$ cat src/sv/fta_pkg.sv
// fta_pkg: shared types and constants for the frame time averager
// holds the sequencer state type, the control bundle and fixed field widths
// no dependencies
package fta_pkg;

  localparam int unsigned TS_W   = 64;
  localparam int unsigned WORD_W = 32;
  localparam int unsigned WIN_W  = 33;
  localparam int unsigned FC_W   = 24;
  localparam int unsigned STEP_W = 6;
  localparam int unsigned CFG_IDX_W = 1;

  localparam logic [CFG_IDX_W-1:0] CFG_TICKS_PER_SEC = 1'b0;
  localparam logic [CFG_IDX_W-1:0] CFG_MIN_FRAME     = 1'b1;

  localparam logic [WORD_W-1:0] TPS_RESET = 32'd10000000;

  typedef enum logic [2:0] {
    ST_IDLE,
    ST_ELAPSED,
    ST_PREP,
    ST_SPREAD,
    ST_ACCUM,
    ST_COMMIT,
    ST_DIVIDE,
    ST_EMIT
  } state_e;

  typedef struct packed {
    logic              accept;
    logic              first;
    logic              run_a;
    logic              prep;
    logic              run_b;
    logic              run_c;
    logic              commit;
    logic              run_d;
    logic              last;
    logic              emit;
    logic              done;
    logic [STEP_W-1:0] cnt;
  } ctl_t;

endpackage

$ cat src/sv/frame_time_averager_fps_meter.sv
// frame_time_averager_fps_meter: top level of the frame time averager
// depends on fta_pkg, fta_ctrl, fta_elapsed, fta_stats and fta_div
//
// usage
//   input channel: one beat per poll of the free-running tick counter
//   (timestamp_i), taken when in_valid_i is high and in_stall_o is low.
//   output channel: one beat per poll with frame, average and rate fields,
//   offered on out_valid_o and held while out_stall_i is high.
//   configuration: cfg_we_i writes cfg_wdata_i to register cfg_idx_i
//   (0 ticks per second, 1 minimum frame ticks); write only while idle.
// sequence
//   the first poll after reset only records its timestamp and goes to the
//   output beat. a poll held by the frame lock ends after the subtract. a
//   completed frame runs every pass: the 64-bit serial subtract, the 32-bit
//   serial outlier test, the serial sum and window update and the restoring
//   divide; sum and divide run over SUM_W bits, 32 + log2 of the depth. each
//   goes a bit per cycle, back to back, for one poll at a time.
// reset and back-pressure
//   reset clears all control and statistics; the sample ring needs no clear.
//   a finished beat waits in the output register while out_stall_i is high;
//   the next poll can still be taken, and its beat is held until that one has left.
module frame_time_averager_fps_meter import fta_pkg::*; #(
  parameter int unsigned SAMPLE_DEPTH = 64
) (
  input  logic                 clk_i,
  input  logic                 rst_ni,
  input  logic                 cfg_we_i,
  input  logic [CFG_IDX_W-1:0] cfg_idx_i,
  input  logic [WORD_W-1:0]    cfg_wdata_i,
  input  logic                 in_valid_i,
  output logic                 in_stall_o,
  input  logic [TS_W-1:0]      timestamp_i,
  output logic                 out_valid_o,
  input  logic                 out_stall_i,
  output logic                 frame_done_o,
  output logic [WORD_W-1:0]    frame_ticks_o,
  output logic                 sample_taken_o,
  output logic [WORD_W-1:0]    avg_frame_ticks_o,
  output logic [FC_W-1:0]      frame_rate_o,
  output logic                 rate_updated_o
);

  localparam int unsigned CNT_W = $clog2(SAMPLE_DEPTH + 1);

  ctl_t              ctl;
  logic [WORD_W-1:0] tps_q, min_q;
  logic              out_valid_q;
  logic              out_free;
  logic              lock_wait;
  logic [WORD_W-1:0] ticks;
  logic [WORD_W-1:0] avg;
  logic              taken;
  logic              sum_msb;
  logic [CNT_W-1:0]  count;
  logic [FC_W-1:0]   rate;
  logic              updated;
  logic              done_q;
  logic [WORD_W-1:0] ticks_q;
  logic              taken_q;
  logic [WORD_W-1:0] avg_q;
  logic [FC_W-1:0]   rate_q;
  logic              upd_q;

  assign out_free = ~out_valid_q | ~out_stall_i;

  always_ff @(posedge clk_i or negedge rst_ni) begin
    if (!rst_ni) begin
      tps_q <= TPS_RESET;
      min_q <= '0;
    end else if (cfg_we_i) begin
      case (cfg_idx_i)
        CFG_TICKS_PER_SEC: tps_q <= cfg_wdata_i;
        CFG_MIN_FRAME:     min_q <= cfg_wdata_i;
        default:           tps_q <= tps_q;
      endcase
    end
  end

  fta_ctrl #(
    .SAMPLE_DEPTH(SAMPLE_DEPTH)
  ) u_ctrl (
    .clk_i      (clk_i),
    .rst_ni     (rst_ni),
    .in_valid_i (in_valid_i),
    .lock_wait_i(lock_wait),
    .out_free_i (out_free),
    .in_stall_o (in_stall_o),
    .ctl_o      (ctl)
  );

  fta_elapsed u_elapsed (
    .clk_i            (clk_i),
    .rst_ni           (rst_ni),
    .ctl_i            (ctl),
    .timestamp_i      (timestamp_i),
    .min_frame_ticks_i(min_q),
    .lock_wait_o      (lock_wait),
    .ticks_o          (ticks)
  );

  fta_stats #(
    .SAMPLE_DEPTH(SAMPLE_DEPTH)
  ) u_stats (
    .clk_i          (clk_i),
    .rst_ni         (rst_ni),
    .ctl_i          (ctl),
    .ticks_i        (ticks),
    .ticks_per_sec_i(tps_q),
    .avg_i          (avg),
    .taken_o        (taken),
    .sum_msb_o      (sum_msb),
    .count_o        (count),
    .rate_o         (rate),
    .updated_o      (updated)
  );

  fta_div #(
    .SAMPLE_DEPTH(SAMPLE_DEPTH)
  ) u_div (
    .clk_i    (clk_i),
    .rst_ni   (rst_ni),
    .ctl_i    (ctl),
    .sum_msb_i(sum_msb),
    .count_i  (count),
    .avg_o    (avg)
  );

  always_ff @(posedge clk_i or negedge rst_ni) begin
    if (!rst_ni) begin
      out_valid_q <= 1'b0;
    end else if (ctl.emit) begin
      out_valid_q <= 1'b1;
    end else if (!out_stall_i) begin
      out_valid_q <= 1'b0;
    end
  end

  always_ff @(posedge clk_i) begin
    if (ctl.emit) begin
      done_q  <= ctl.done;
      ticks_q <= ctl.done ? ticks : '0;
      taken_q <= ctl.done & taken;
      avg_q   <= avg;
      rate_q  <= rate;
      upd_q   <= updated;
    end
  end

  assign out_valid_o       = out_valid_q;
  assign frame_done_o      = done_q;
  assign frame_ticks_o     = ticks_q;
  assign sample_taken_o    = taken_q;
  assign avg_frame_ticks_o = avg_q;
  assign frame_rate_o      = rate_q;
  assign rate_updated_o    = upd_q;

endmodule

$ cat src/sv/fta_ctrl.sv
// fta_ctrl: sequencer for the bit-serial passes of one poll
// depends on fta_pkg for the state type and the control bundle
module fta_ctrl import fta_pkg::*; #(
  parameter int unsigned SAMPLE_DEPTH = 64
) (
  input  logic clk_i,
  input  logic rst_ni,
  input  logic in_valid_i,
  input  logic lock_wait_i,
  input  logic out_free_i,
  output logic in_stall_o,
  output ctl_t ctl_o
);

  localparam int unsigned SUM_W = WORD_W + $clog2(SAMPLE_DEPTH);
  localparam logic [STEP_W-1:0] SUM_LAST = STEP_W'(SUM_W - 1);
  localparam logic [STEP_W-1:0] TS_LAST  = STEP_W'(TS_W - 1);
  localparam logic [STEP_W-1:0] WORD_LAST = STEP_W'(WORD_W - 1);

  state_e            state_q, state_d;
  logic [STEP_W-1:0] cnt_q, cnt_d;
  logic              started_q, started_d;
  logic              done_q, done_d;
  logic              last;

  always_comb begin
    case (state_q)
      ST_ELAPSED: last = (cnt_q == TS_LAST);
      ST_SPREAD:  last = (cnt_q == WORD_LAST);
      ST_ACCUM:   last = (cnt_q == SUM_LAST);
      ST_DIVIDE:  last = (cnt_q == SUM_LAST);
      default:    last = 1'b1;
    endcase
  end

  // next state
  always_comb begin
    state_d = state_q;
    case (state_q)
      ST_IDLE: begin
        if (in_valid_i) begin
          state_d = started_q ? ST_ELAPSED : ST_EMIT;
        end
      end
      ST_ELAPSED: if (last) state_d = ST_PREP;
      ST_PREP:    state_d = lock_wait_i ? ST_EMIT : ST_SPREAD;
      ST_SPREAD:  if (last) state_d = ST_ACCUM;
      ST_ACCUM:   if (last) state_d = ST_COMMIT;
      ST_COMMIT:  state_d = ST_DIVIDE;
      ST_DIVIDE:  if (last) state_d = ST_EMIT;
      ST_EMIT:    if (out_free_i) state_d = ST_IDLE;
      default:    state_d = ST_IDLE;
    endcase
  end

  always_comb begin
    cnt_d     = (state_d != state_q) ? '0 : cnt_q + 1'b1;
    started_d = started_q | (state_q == ST_IDLE && in_valid_i);
    done_d    = done_q;
    if (state_q == ST_IDLE && in_valid_i) begin
      done_d = 1'b0;
    end else if (state_q == ST_PREP && !lock_wait_i) begin
      done_d = 1'b1;
    end
  end

  // outputs
  always_comb begin
    ctl_o        = '0;
    ctl_o.cnt    = cnt_q;
    ctl_o.last   = last;
    ctl_o.done   = done_q;
    in_stall_o   = 1'b1;
    case (state_q)
      ST_IDLE: begin
        in_stall_o   = 1'b0;
        ctl_o.accept = in_valid_i;
        ctl_o.first  = in_valid_i & ~started_q;
      end
      ST_ELAPSED: ctl_o.run_a  = 1'b1;
      ST_PREP:    ctl_o.prep   = 1'b1;
      ST_SPREAD:  ctl_o.run_b  = 1'b1;
      ST_ACCUM:   ctl_o.run_c  = 1'b1;
      ST_COMMIT:  ctl_o.commit = 1'b1;
      ST_DIVIDE:  ctl_o.run_d  = 1'b1;
      ST_EMIT:    ctl_o.emit   = out_free_i;
      default:    ctl_o.cnt    = cnt_q;
    endcase
  end

  always_ff @(posedge clk_i or negedge rst_ni) begin
    if (!rst_ni) begin
      state_q   <= ST_IDLE;
      cnt_q     <= '0;
      started_q <= 1'b0;
      done_q    <= 1'b0;
    end else begin
      state_q   <= state_d;
      cnt_q     <= cnt_d;
      started_q <= started_d;
      done_q    <= done_d;
    end
  end

endmodule

$ cat src/sv/fta_elapsed.sv
// fta_elapsed: bit-serial timestamp difference, lock compare and saturation
// depends on fta_pkg for widths and the control bundle
module fta_elapsed import fta_pkg::*; (
  input  logic              clk_i,
  input  logic              rst_ni,
  input  ctl_t              ctl_i,
  input  logic [TS_W-1:0]   timestamp_i,
  input  logic [WORD_W-1:0] min_frame_ticks_i,
  output logic              lock_wait_o,
  output logic [WORD_W-1:0] ticks_o
);

  logic [TS_W-1:0]   now_q, last_q, el_q;
  logic [WORD_W-1:0] mn_q;
  logic              br_q, br_d;
  logic              lt_q, lt_d;
  logic              hi_q, hi_d;
  logic              lock_q;
  logic              a_b, l_b, m_b, d_b;

  always_comb begin
    a_b  = now_q[0];
    l_b  = last_q[0];
    m_b  = mn_q[0];
    d_b  = a_b ^ l_b ^ br_q;
    br_d = (~a_b & l_b) | (~(a_b ^ l_b) & br_q);
    lt_d = (d_b != m_b) ? m_b : lt_q;
    hi_d = hi_q | (d_b & (ctl_i.cnt >= STEP_W'(WORD_W)));
  end

  assign lock_wait_o = lock_q & lt_q;
  assign ticks_o     = hi_q ? '1 : el_q[WORD_W-1:0];

  always_ff @(posedge clk_i or negedge rst_ni) begin
    if (!rst_ni) begin
      br_q   <= 1'b0;
      lt_q   <= 1'b0;
      hi_q   <= 1'b0;
      lock_q <= 1'b0;
    end else if (ctl_i.accept) begin
      br_q   <= 1'b0;
      lt_q   <= 1'b0;
      hi_q   <= 1'b0;
      lock_q <= |min_frame_ticks_i;
    end else if (ctl_i.run_a) begin
      br_q <= br_d;
      lt_q <= lt_d;
      hi_q <= hi_d;
    end
  end

  always_ff @(posedge clk_i) begin
    if (ctl_i.accept) begin
      now_q <= timestamp_i;
      mn_q  <= min_frame_ticks_i;
    end else if (ctl_i.run_a) begin
      now_q <= {now_q[0], now_q[TS_W-1:1]};
      mn_q  <= {1'b0, mn_q[WORD_W-1:1]};
      el_q  <= {d_b, el_q[TS_W-1:1]};
    end
    if (ctl_i.first) begin
      last_q <= timestamp_i;
    end else if (ctl_i.run_a) begin
      last_q <= {last_q[0], last_q[TS_W-1:1]};
    end else if (ctl_i.prep && !lock_wait_o) begin
      last_q <= now_q;
    end
  end

endmodule

$ cat src/sv/fta_stats.sv
// fta_stats: sample ring, bit-serial outlier test, window sum and rate window
// depends on fta_pkg for widths and the control bundle
module fta_stats import fta_pkg::*; #(
  parameter int unsigned SAMPLE_DEPTH = 64
) (
  input  logic                              clk_i,
  input  logic                              rst_ni,
  input  ctl_t                              ctl_i,
  input  logic [WORD_W-1:0]                 ticks_i,
  input  logic [WORD_W-1:0]                 ticks_per_sec_i,
  input  logic [WORD_W-1:0]                 avg_i,
  output logic                              taken_o,
  output logic                              sum_msb_o,
  output logic [$clog2(SAMPLE_DEPTH+1)-1:0] count_o,
  output logic [FC_W-1:0]                   rate_o,
  output logic                              updated_o
);

  localparam int unsigned SUM_W = WORD_W + $clog2(SAMPLE_DEPTH);
  localparam int unsigned CNT_W = $clog2(SAMPLE_DEPTH + 1);
  localparam int unsigned PTR_W = $clog2(SAMPLE_DEPTH);

  logic [WORD_W-1:0] ring_mem [SAMPLE_DEPTH];
  logic [WORD_W-1:0] tk_sh_q, tp_sh_q, av_sh_q, old_sh_q;
  logic [PTR_W-1:0]  ptr_q;
  logic [CNT_W-1:0]  count_q;
  logic [SUM_W-1:0]  sum_q;
  logic [WIN_W-1:0]  win_q;
  logic [FC_W-1:0]   fc_q, fc_inc;
  logic [FC_W-1:0]   rate_q;
  logic              upd_q;
  logic              b1_q, b2_q, lt1_q, lt2_q;
  logic              c1_q, b3_q, c2_q, gt_q;
  logic              full, lo, win_on;
  logic              t_b, v_b, p_b, d1, d2;
  logic              add_b, sub_b, s_b, x_b, y_b, tw_b, w_b, wn_b, pc_b;

  assign full    = (count_q == CNT_W'(SAMPLE_DEPTH));
  assign lo      = (ctl_i.cnt < STEP_W'(WORD_W));
  assign win_on  = (ctl_i.cnt < STEP_W'(WIN_W));
  assign taken_o = b1_q ? lt2_q : lt1_q;
  assign fc_inc  = (fc_q == '1) ? fc_q : fc_q + 1'b1;

  always_comb begin
    t_b   = tk_sh_q[0];
    v_b   = av_sh_q[0];
    p_b   = tp_sh_q[0];
    d1    = t_b ^ v_b ^ b1_q;
    d2    = v_b ^ t_b ^ b2_q;
    // sum pass: sum + new sample - dropped sample
    add_b = taken_o & lo & t_b;
    sub_b = taken_o & full & lo & old_sh_q[0];
    s_b   = sum_q[0];
    x_b   = s_b ^ add_b ^ c1_q;
    y_b   = x_b ^ sub_b ^ b3_q;
    // window pass
    tw_b  = lo & t_b;
    w_b   = win_q[0];
    wn_b  = w_b ^ tw_b ^ c2_q;
    pc_b  = lo & p_b;
  end

  always_ff @(posedge clk_i or negedge rst_ni) begin
    if (!rst_ni) begin
      b1_q  <= 1'b0;
      b2_q  <= 1'b0;
      lt1_q <= 1'b0;
      lt2_q <= 1'b0;
      c1_q  <= 1'b0;
      b3_q  <= 1'b0;
      c2_q  <= 1'b0;
      gt_q  <= 1'b0;
    end else if (ctl_i.accept) begin
      b1_q  <= 1'b0;
      b2_q  <= 1'b0;
      lt1_q <= 1'b0;
      lt2_q <= 1'b0;
      c1_q  <= 1'b0;
      b3_q  <= 1'b0;
      c2_q  <= 1'b0;
      gt_q  <= 1'b0;
    end else if (ctl_i.run_b) begin
      b1_q  <= (~t_b & v_b) | (~(t_b ^ v_b) & b1_q);
      b2_q  <= (~v_b & t_b) | (~(t_b ^ v_b) & b2_q);
      lt1_q <= (d1 != p_b) ? p_b : lt1_q;
      lt2_q <= (d2 != p_b) ? p_b : lt2_q;
    end else if (ctl_i.run_c) begin
      c1_q <= (s_b & add_b) | (s_b & c1_q) | (add_b & c1_q);
      b3_q <= (~x_b & sub_b) | (~(x_b ^ sub_b) & b3_q);
      if (win_on) begin
        c2_q <= (w_b & tw_b) | (w_b & c2_q) | (tw_b & c2_q);
        gt_q <= (wn_b != pc_b) ? wn_b : gt_q;
      end
    end
  end

  always_ff @(posedge clk_i or negedge rst_ni) begin
    if (!rst_ni) begin
      ptr_q   <= '0;
      count_q <= '0;
      sum_q   <= '0;
      win_q   <= '0;
      fc_q    <= '0;
      rate_q  <= '0;
      upd_q   <= 1'b0;
    end else begin
      if (ctl_i.accept) begin
        upd_q <= 1'b0;
      end
      if (ctl_i.run_c) begin
        sum_q <= {y_b, sum_q[SUM_W-1:1]};
        if (win_on) begin
          win_q <= {wn_b, win_q[WIN_W-1:1]};
        end
      end else if (ctl_i.run_d) begin
        sum_q <= {sum_q[SUM_W-2:0], sum_q[SUM_W-1]};
      end
      if (ctl_i.commit) begin
        if (taken_o) begin
          ptr_q <= (ptr_q == PTR_W'(SAMPLE_DEPTH - 1)) ? '0 : ptr_q + 1'b1;
          if (!full) begin
            count_q <= count_q + 1'b1;
          end
        end
        if (gt_q) begin
          rate_q <= fc_inc;
          fc_q   <= '0;
          win_q  <= '0;
          upd_q  <= 1'b1;
        end else begin
          fc_q <= fc_inc;
        end
      end
    end
  end

  always_ff @(posedge clk_i) begin
    if (ctl_i.prep) begin
      tk_sh_q  <= ticks_i;
      tp_sh_q  <= ticks_per_sec_i;
      av_sh_q  <= avg_i;
      old_sh_q <= ring_mem[ptr_q];
    end else if (ctl_i.run_b) begin
      tk_sh_q <= {tk_sh_q[0], tk_sh_q[WORD_W-1:1]};
      tp_sh_q <= {tp_sh_q[0], tp_sh_q[WORD_W-1:1]};
      av_sh_q <= {1'b0, av_sh_q[WORD_W-1:1]};
    end else if (ctl_i.run_c && lo) begin
      tk_sh_q  <= {tk_sh_q[0], tk_sh_q[WORD_W-1:1]};
      tp_sh_q  <= {tp_sh_q[0], tp_sh_q[WORD_W-1:1]};
      old_sh_q <= {1'b0, old_sh_q[WORD_W-1:1]};
    end
    if (ctl_i.commit && taken_o) begin
      ring_mem[ptr_q] <= tk_sh_q;
    end
  end

  assign sum_msb_o = sum_q[SUM_W-1];
  assign count_o   = count_q;
  assign rate_o    = rate_q;
  assign updated_o = upd_q;

endmodule

$ cat src/sv/fta_div.sv
// fta_div: restoring divider, one quotient bit per cycle, for the window average
// depends on fta_pkg for widths and the control bundle
module fta_div import fta_pkg::*; #(
  parameter int unsigned SAMPLE_DEPTH = 64
) (
  input  logic                              clk_i,
  input  logic                              rst_ni,
  input  ctl_t                              ctl_i,
  input  logic                              sum_msb_i,
  input  logic [$clog2(SAMPLE_DEPTH+1)-1:0] count_i,
  output logic [WORD_W-1:0]                 avg_o
);

  localparam int unsigned CNT_W = $clog2(SAMPLE_DEPTH + 1);

  logic [CNT_W-1:0]  rem_q;
  logic [CNT_W:0]    trial;
  logic              ge;
  logic [WORD_W-1:0] quo_q, quo_d;
  logic [WORD_W-1:0] avg_q;

  always_comb begin
    trial = {rem_q, sum_msb_i};
    ge    = (trial >= {1'b0, count_i});
    quo_d = {quo_q[WORD_W-2:0], ge};
  end

  always_ff @(posedge clk_i or negedge rst_ni) begin
    if (!rst_ni) begin
      avg_q <= '0;
    end else if (ctl_i.run_d && ctl_i.last) begin
      avg_q <= (count_i == '0) ? '0 : quo_d;
    end
  end

  always_ff @(posedge clk_i) begin
    if (ctl_i.commit) begin
      rem_q <= '0;
    end else if (ctl_i.run_d) begin
      rem_q <= ge ? CNT_W'(trial - {1'b0, count_i}) : CNT_W'(trial);
      quo_q <= quo_d;
    end
  end

  assign avg_o = avg_q;

endmodule

$ cat config.mk
export PLATFORM = sky130hd
export DESIGN_NAME = frame_time_averager_fps_meter
export DESIGN_NICKNAME = d
export VERILOG_FILES = /design/src/sv/fta_pkg.sv /design/src/sv/frame_time_averager_fps_meter.sv /design/src/sv/fta_ctrl.sv /design/src/sv/fta_elapsed.sv /design/src/sv/fta_stats.sv /design/src/sv/fta_div.sv
export SDC_FILE = /design/constraint.sdc
export NUM_CORES = 2
export LEC_CHECK = 0
export CAP_MARGIN = 20
export CORE_MARGIN = 3
export CORE_UTILIZATION = 55
export DETAILED_ROUTE_END_ITERATION = 6
export DONT_BUFFER_PORTS = 1
export PLACE_DENSITY = 0.79
export SYNTH_ARGS = -nofsm -noshare
export SYNTH_HDL_FRONTEND = slang
export SYNTH_SLANG_ARGS = --single-unit
$ cat constraint.sdc
create_clock -name clk_i -period 12.2 [get_ports clk_i]
set_clock_uncertainty 0.2 [all_clocks]
set_input_delay 2.44 -clock clk_i [delete_from_list [all_inputs] [get_ports clk_i]]
set_output_delay 2.44 -clock clk_i [all_outputs]
set_load 0.02 [all_outputs]
Word-level counts from Yosys, hierarchy flattened
Memories as Yosys holds them, arrays and structs flattened. Cells that the tools add are included.

Bits in registers: 734. Memories kept: 1. Bits of input ports: 102. Memory bits (writable): 2048.

Memory list: u_stats.ring_mem (depth 64, width 32, rd ports 1, clocked after Yosys merged registers in 0, wr ports 1, RTL line fta_stats.sv:23) `logic [WORD_W-1:0] ring_mem [SAMPLE_DEPTH];`.

Equal/unequal tests: 21. Reduce and logical (&&, ||, !) cells: 39. Bitwise operators: 61. Add/subtract/negate cells: 5. Multiplexer cells: 92. $lt $le $gt $ge: 4.

Operator list (count): 2-to-1 mux 32 bit (15); 2-to-1 mux 64 bit (5); 2-to-1 mux 33 bit (4); 2-to-1 mux 38 bit (2); 2-to-1 mux 1 bit (50); 2-to-1 mux 24 bit (2); OR reduction 32 bit (1); bitwise AND 1 bit (25); adder 24 x 1 -> 24 bit (second input constant) (1); equality test 24 bit (second input constant) (1); 2-to-1 mux 3 bit (8); case mux 3 bit (8 select lines) (1); nonzero test 2 bit (12); AND reduction 2 bit (11); equality test 6 bit (second input constant) (3); NOT 1 bit (14); adder 6 x 1 -> 6 bit (second input constant) (2); equality test 3 bit (second input constant) (4); less-than comparator 6 bit (second input constant) (2); 2-to-1 mux 6 bit (2); bitwise OR 1 bit (11); XOR 1 bit (11); >= comparator 8 x 7 -> 1 bit (1); adder 7 x 1 -> 7 bit (second input constant) (1); 20 further kinds (33).

Logic depth before layout (Yosys ltp)
Depth in word-level cells: 12. Gate-level depth with buffers: 12. Gate-level depth less buffers: 9.

Hierarchy
From an unflattened synthesis, not the netlist that was laid out.

Cells, all modules: 6297. Area total of the unflattened synthesis: 109750.3 um^2.

By module, submodules not included: fta_stats (times used 1, area an instance 90738.3 um^2, cells each 5124); fta_elapsed (times used 1, area an instance 9962.1 um^2, cells each 617); frame_time_averager_fps_meter (times used 1, area an instance 5421.4 um^2, cells each 267); fta_div (times used 1, area an instance 2900.3 um^2, cells each 207); fta_ctrl (times used 1, area an instance 728.2 um^2, cells each 82).

Worst setup path after synthesis
Ideal clock, no wire load.

Kind: input-to-reg. Start: input port out_stall_i. End: register avg_q[0] (netlist: avg_frame_ticks_o[0]) (enable). Setup time: 542 ps. Setup slack: 4667 ps. Required time: 11458 ps. Cell stages on the path: 6. Path buffers: 0. Arrival time: 6792 ps. Cells stage by stage: nand2_1 -> nand3_1 -> o21ai_0 -> a2bb2oi_1 -> o221ai_1 -> nor2_1.

RTL lines: start, declared (RTL line frame_time_averager_fps_meter.sv:34) `input logic out_stall_i,`; end signal, assigned (RTL line frame_time_averager_fps_meter.sv:143) `avg_q <= avg;`; end, declared (RTL line frame_time_averager_fps_meter.sv:60) `logic [WORD_W-1:0] avg_q;`.

Worst setup path in the final report
Start: register u_stats.ptr_q[2]. End: register u_stats.old_sh_q[25], data pin.

Cells in the longest elaborated chain, start to end: 2.

RTL lines: start, declared (RTL line fta_stats.sv:25) `logic [PTR_W-1:0] ptr_q;`; start signal, assigned (RTL line fta_stats.sv:120) `ptr_q <= (ptr_q == PTR_W'(SAMPLE_DEPTH - 1)) ? '0 : ptr_q + 1'b1;`; memory (64 x 32 bit); 2-to-1 mux 32 bit (RTL line fta_stats.sv:138) `if (ctl_i.prep) begin`; end signal, assigned (RTL line fta_stats.sv:142) `old_sh_q <= ring_mem[ptr_q];`; end signal, assigned (RTL line fta_stats.sv:150) `old_sh_q <= {1'b0, old_sh_q[WORD_W-1:1]};`; end, declared (RTL line fta_stats.sv:24) `logic [WORD_W-1:0] tk_sh_q, tp_sh_q, av_sh_q, old_sh_q;`.

No other way between the ends. A chain may end at the register's enable or synchronous reset.

==> results_dict.tcl <==
set metrics [dict create \
    yosysWarnings 0 \
    place_congestion 1.01 \
    wl_per_cell_um 33.8 \
    holdPathEnd "u_elapsed.el_q[58]" \
    gr-total-overflow 0 \
    htreeDepth 5 \
    hold_violations 0 \
    syn_area_per_cell_um2 16.6 \
    worstSetupPathType "flop to flop" \
    drc 17 \
    reg2reg_from "u_stats.ptr_q[2]" \
    path_cells "buf_12 -> nand2b_1 -> buf_4 -> nor2_1 -> o31ai_1 -> nand4_1 -> o32a_1" \
    grt_max_degree 254 \
    fp.dieH_um 451 \
    maxSlewViolCount 0 \
    wl_um 320000 \
    critical_path.endpoint_type "flop" \
    ctsHoldBuffers 0 \
    layout_min_cycle_time_ns 5.56 \
    synth_top_area_share_pct 69.5 \
    drv_cap 0 \
    synth_cells 6550 \
    root_buffer "clkbuf_16" \
    synth_area_mm2 0.109 \
    dp_hpwl_um 178000 \
    fin_crit_sh_pct 45.6 \
    outcome "finished, violations left" \
    synth_nets 6673 \
    synth_edf_count 2522 \
    crit_required_ns 12.70 \
    synthToLayoutAreaGrowth_pct 11.1 \
    r2r-end "u_stats.old_sh_q[25]" \
    yosysUniqueCellTypes 88 \
    clock_latency_ns 0.95 \
    viasPerCell 6.96 \
    drive_gt1_share_pct 16.2 \
    start_util_pct 55.6 \
    dr.pass1.iters 7 \
    crit_family "simple AND/OR/NAND/NOR gates" \
    grt_pass1_vias 62900 \
    antenna_found_initial 25 \
    min_from "u_elapsed.el_q[59]" \
    yosysTopAreaCell "edfxtp_1" \
    critPathSlowestCell "dfrtp_4" \
    track_usage_pct 30.8 \
    power.density_mw_per_mm2 232 \
    initialDrtViolationCount 11400 \
    ys_ff_latch 2782 \
    cts_tree "built" \
    worstPathArrival_ns 6.07 \
    cts_sinks 2782 \
    hp-class "flop to flop" \
    synthArstFlopShare_pct 9.09 \
    grt_pass1_wl_um 452000 \
    critPathMaxFanout 113 \
    post_cts.repair.setup_buffers 0 \
    rows 162 \
    numPortBuffers 0 \
    die_x_um 451 \
    setup_ws_ns 6.64 \
    r2r_setup_slack_ns 6.64 \
    clockBufferDepth 4 \
    rsz0062_at_grt "no" \
    min_path_cells 0 \
    ant_nets 0 \
    ir_drop_mv 0.239 \
    critPathLaunchType "flop" \
    fin_setup_tns_ns 0 \
    yosysSeqAreaShare_pct 75.5 \
    core-area_mm2 0.196 \
    fin_nets 6756 \
    cp_num_buf_inv 2 \
    ys_dominant_reg_cell "edfxtp_1" \
    clock.fmax_mhz 180 \
    vias 65900 \
    cts_buffers 281 \
    worstMarginPinSlew_ns 1.37 \
    clk_pin_slew_ns 0.07 \
    pre_cts_ws_ns 6.58 \
    leakagePower_uw 0.0394 \
    io_pins 195 \
    synth_area_leaders "edfxtp_1, dfrtp_1, mux2i_1, mux2_2, mux4_2" \
    rr_worst_depth 7 \
    violations "design-rule violations" \
    slew_headroom_pct 8.01 \
    die_area_mm2 0.203 \
    finalSetupViolations 0 \
    post_cts_resized 0 \
    max_stage_delay_ns 1.14 \
    final_core_util_pct 61.8 \
]
power breakdown:
group | leakage, uW | total [uW] | internal, uW | switching (uW)
sequential | 0.0262 | 12900 | 12500 | 470
clock | 0.00411 | 8140 | 4640 | 3500
combinational | 0.00910 | 7040 | 1920 | 5130
worst register-to-register path: cells and delay by family (launching register included):
| kind | cells | cell delay [ns] |
|---|---|---|
| and+or+nand+nor | 3 | 1.56 |
| AOI/OAI and AO/OA | 2 | 1.30 |
| DFF | 1 | 1.14 |
| buffers and inverters | 2 | 1.11 |
placed cells by master, fill, tap and decap left out, types with 39 or more instances in the layout:
cell,instances
edfxtp_1,2522
nand2_1,505
mux2i_1,417
o21ai_0,390
clkbuf_16,287
mux2_2,283
dfrtp_1,241
buf_4,209
a21oi_1,185
a221oi_1,175
a22oi_1,174
nor2_1,160
o22ai_1,117
mux4_2,99
nand3_1,91
nor2_4,70
inv_1,64
clkinv_1,60
clkbuf_1,60
a221o_1,46
a22o_1,45
a31oi_1,42
nor2b_1,39
synthesized netlist by cell type, types with 17 or more instances:
library cell / n
o32a_1: 17
o221ai_1: 19
o21ai_0: 392
nand4_1: 19
dfrtp_1: 245
a221o_1: 46
nand2_1: 506
a211oi_1: 23
a31oi_1: 42
xnor2_1: 18
buf_6: 35
nand2b_1: 17
nor3_1: 19
mux2_2: 283
a221oi_1: 175
edfxtp_1: 2522
o22ai_1: 117
xor2_1: 19
nor2b_1: 46
nor2_1: 231
nand3_1: 92
a22oi_1: 174
mux4_2: 99
a22o_1: 45
buf_4: 52
o31ai_1: 17
inv_1: 64
a21oi_1: 186
buf_2: 127
and3_1: 19
o2bb2ai_1: 26
clkbuf_1: 176
mux2i_1: 417
buf_1: 35
final cells by class:
class | count | area [um2]
Antenna cell | 14 | 35.0
Clock buffer | 352 | 7480
Clock inverter | 117 | 936
Fill cell | 13400 | 74800
Inverter | 70 | 274
Multi-Input combinational cell | 3270 | 24900
Sequential cell | 2782 | 82200
Tap cell | 2624 | 3280
Timing Repair Buffer | 228 | 1910
cell families (layout without fill, tap and decap cells):
kind of cell	Yosys count	count (layout)	synth area share (%)
DFF	2782	2782	75.5
AOI/OAI and AO/OA	1390	1390	8.65
and+or+nand+nor	1017	1017	4.09
muxes	805	805	8.87
buffers and inverters	498	767	2.31
xor gates and xnor gates	37	37	0.298
adders and majority gates	21	21	0.290
other	0	14	0
stage by stage:
step / power, uW / area, um2 / hold WS, ns / instances
final: 28100 / 121000 / 0.203 / 9457
after global routing: 28700 / 121000 / 0.225 / 9445
after CTS: 27800 / 121000 / 0.215 / 9433
after detailed placement: 19800 / 112000 / 0.205 / 8964
after global placement: 19500 / 112000 / 0.207 / 8956
after floorplan: 17000 / 109000 / 0.200 / 6550
metal layers:
metal | share of wire [%] | global-route usage, % | vias to the layer above
met5 | 0.089 | 0.568 | -
met4 | 7.1 | 18.5 | 22
met3 | 16 | 11.7 | 1262
met2 | 43 | 44.2 | 5764
met1 | 34 | 40.1 | 32800
li1 | - | - | 26000
worst max path at each step:
stage          slack [ns]             start  cells after the start                     to
3_3_place_gp         6.72       out_stall_i                      7  avg_frame_ticks_o[17]
3_5_place_dp         6.58       out_stall_i                      7  avg_frame_ticks_o[17]
5_1_grt              6.50  u_stats.ptr_q[0]                      8   u_stats.old_sh_q[19]
6_report             6.64  u_stats.ptr_q[2]                      7   u_stats.old_sh_q[25]
4_1_cts              6.77  u_stats.ptr_q[0]                      8   u_stats.old_sh_q[19]
2_1_floorplan        4.67       out_stall_i                      6   avg_frame_ticks_o[0]
state kept, by name, summed over array words and instances (netlist names), 33 cells and up:
signal	cells
u_elapsed.el_q	64
u_stats.sum_q	38
u_stats.win_q	33
u_elapsed.now_q	64
u_elapsed.last_q	64
u_stats.ring_mem	2048
Power figures use the tool's default switching activity.
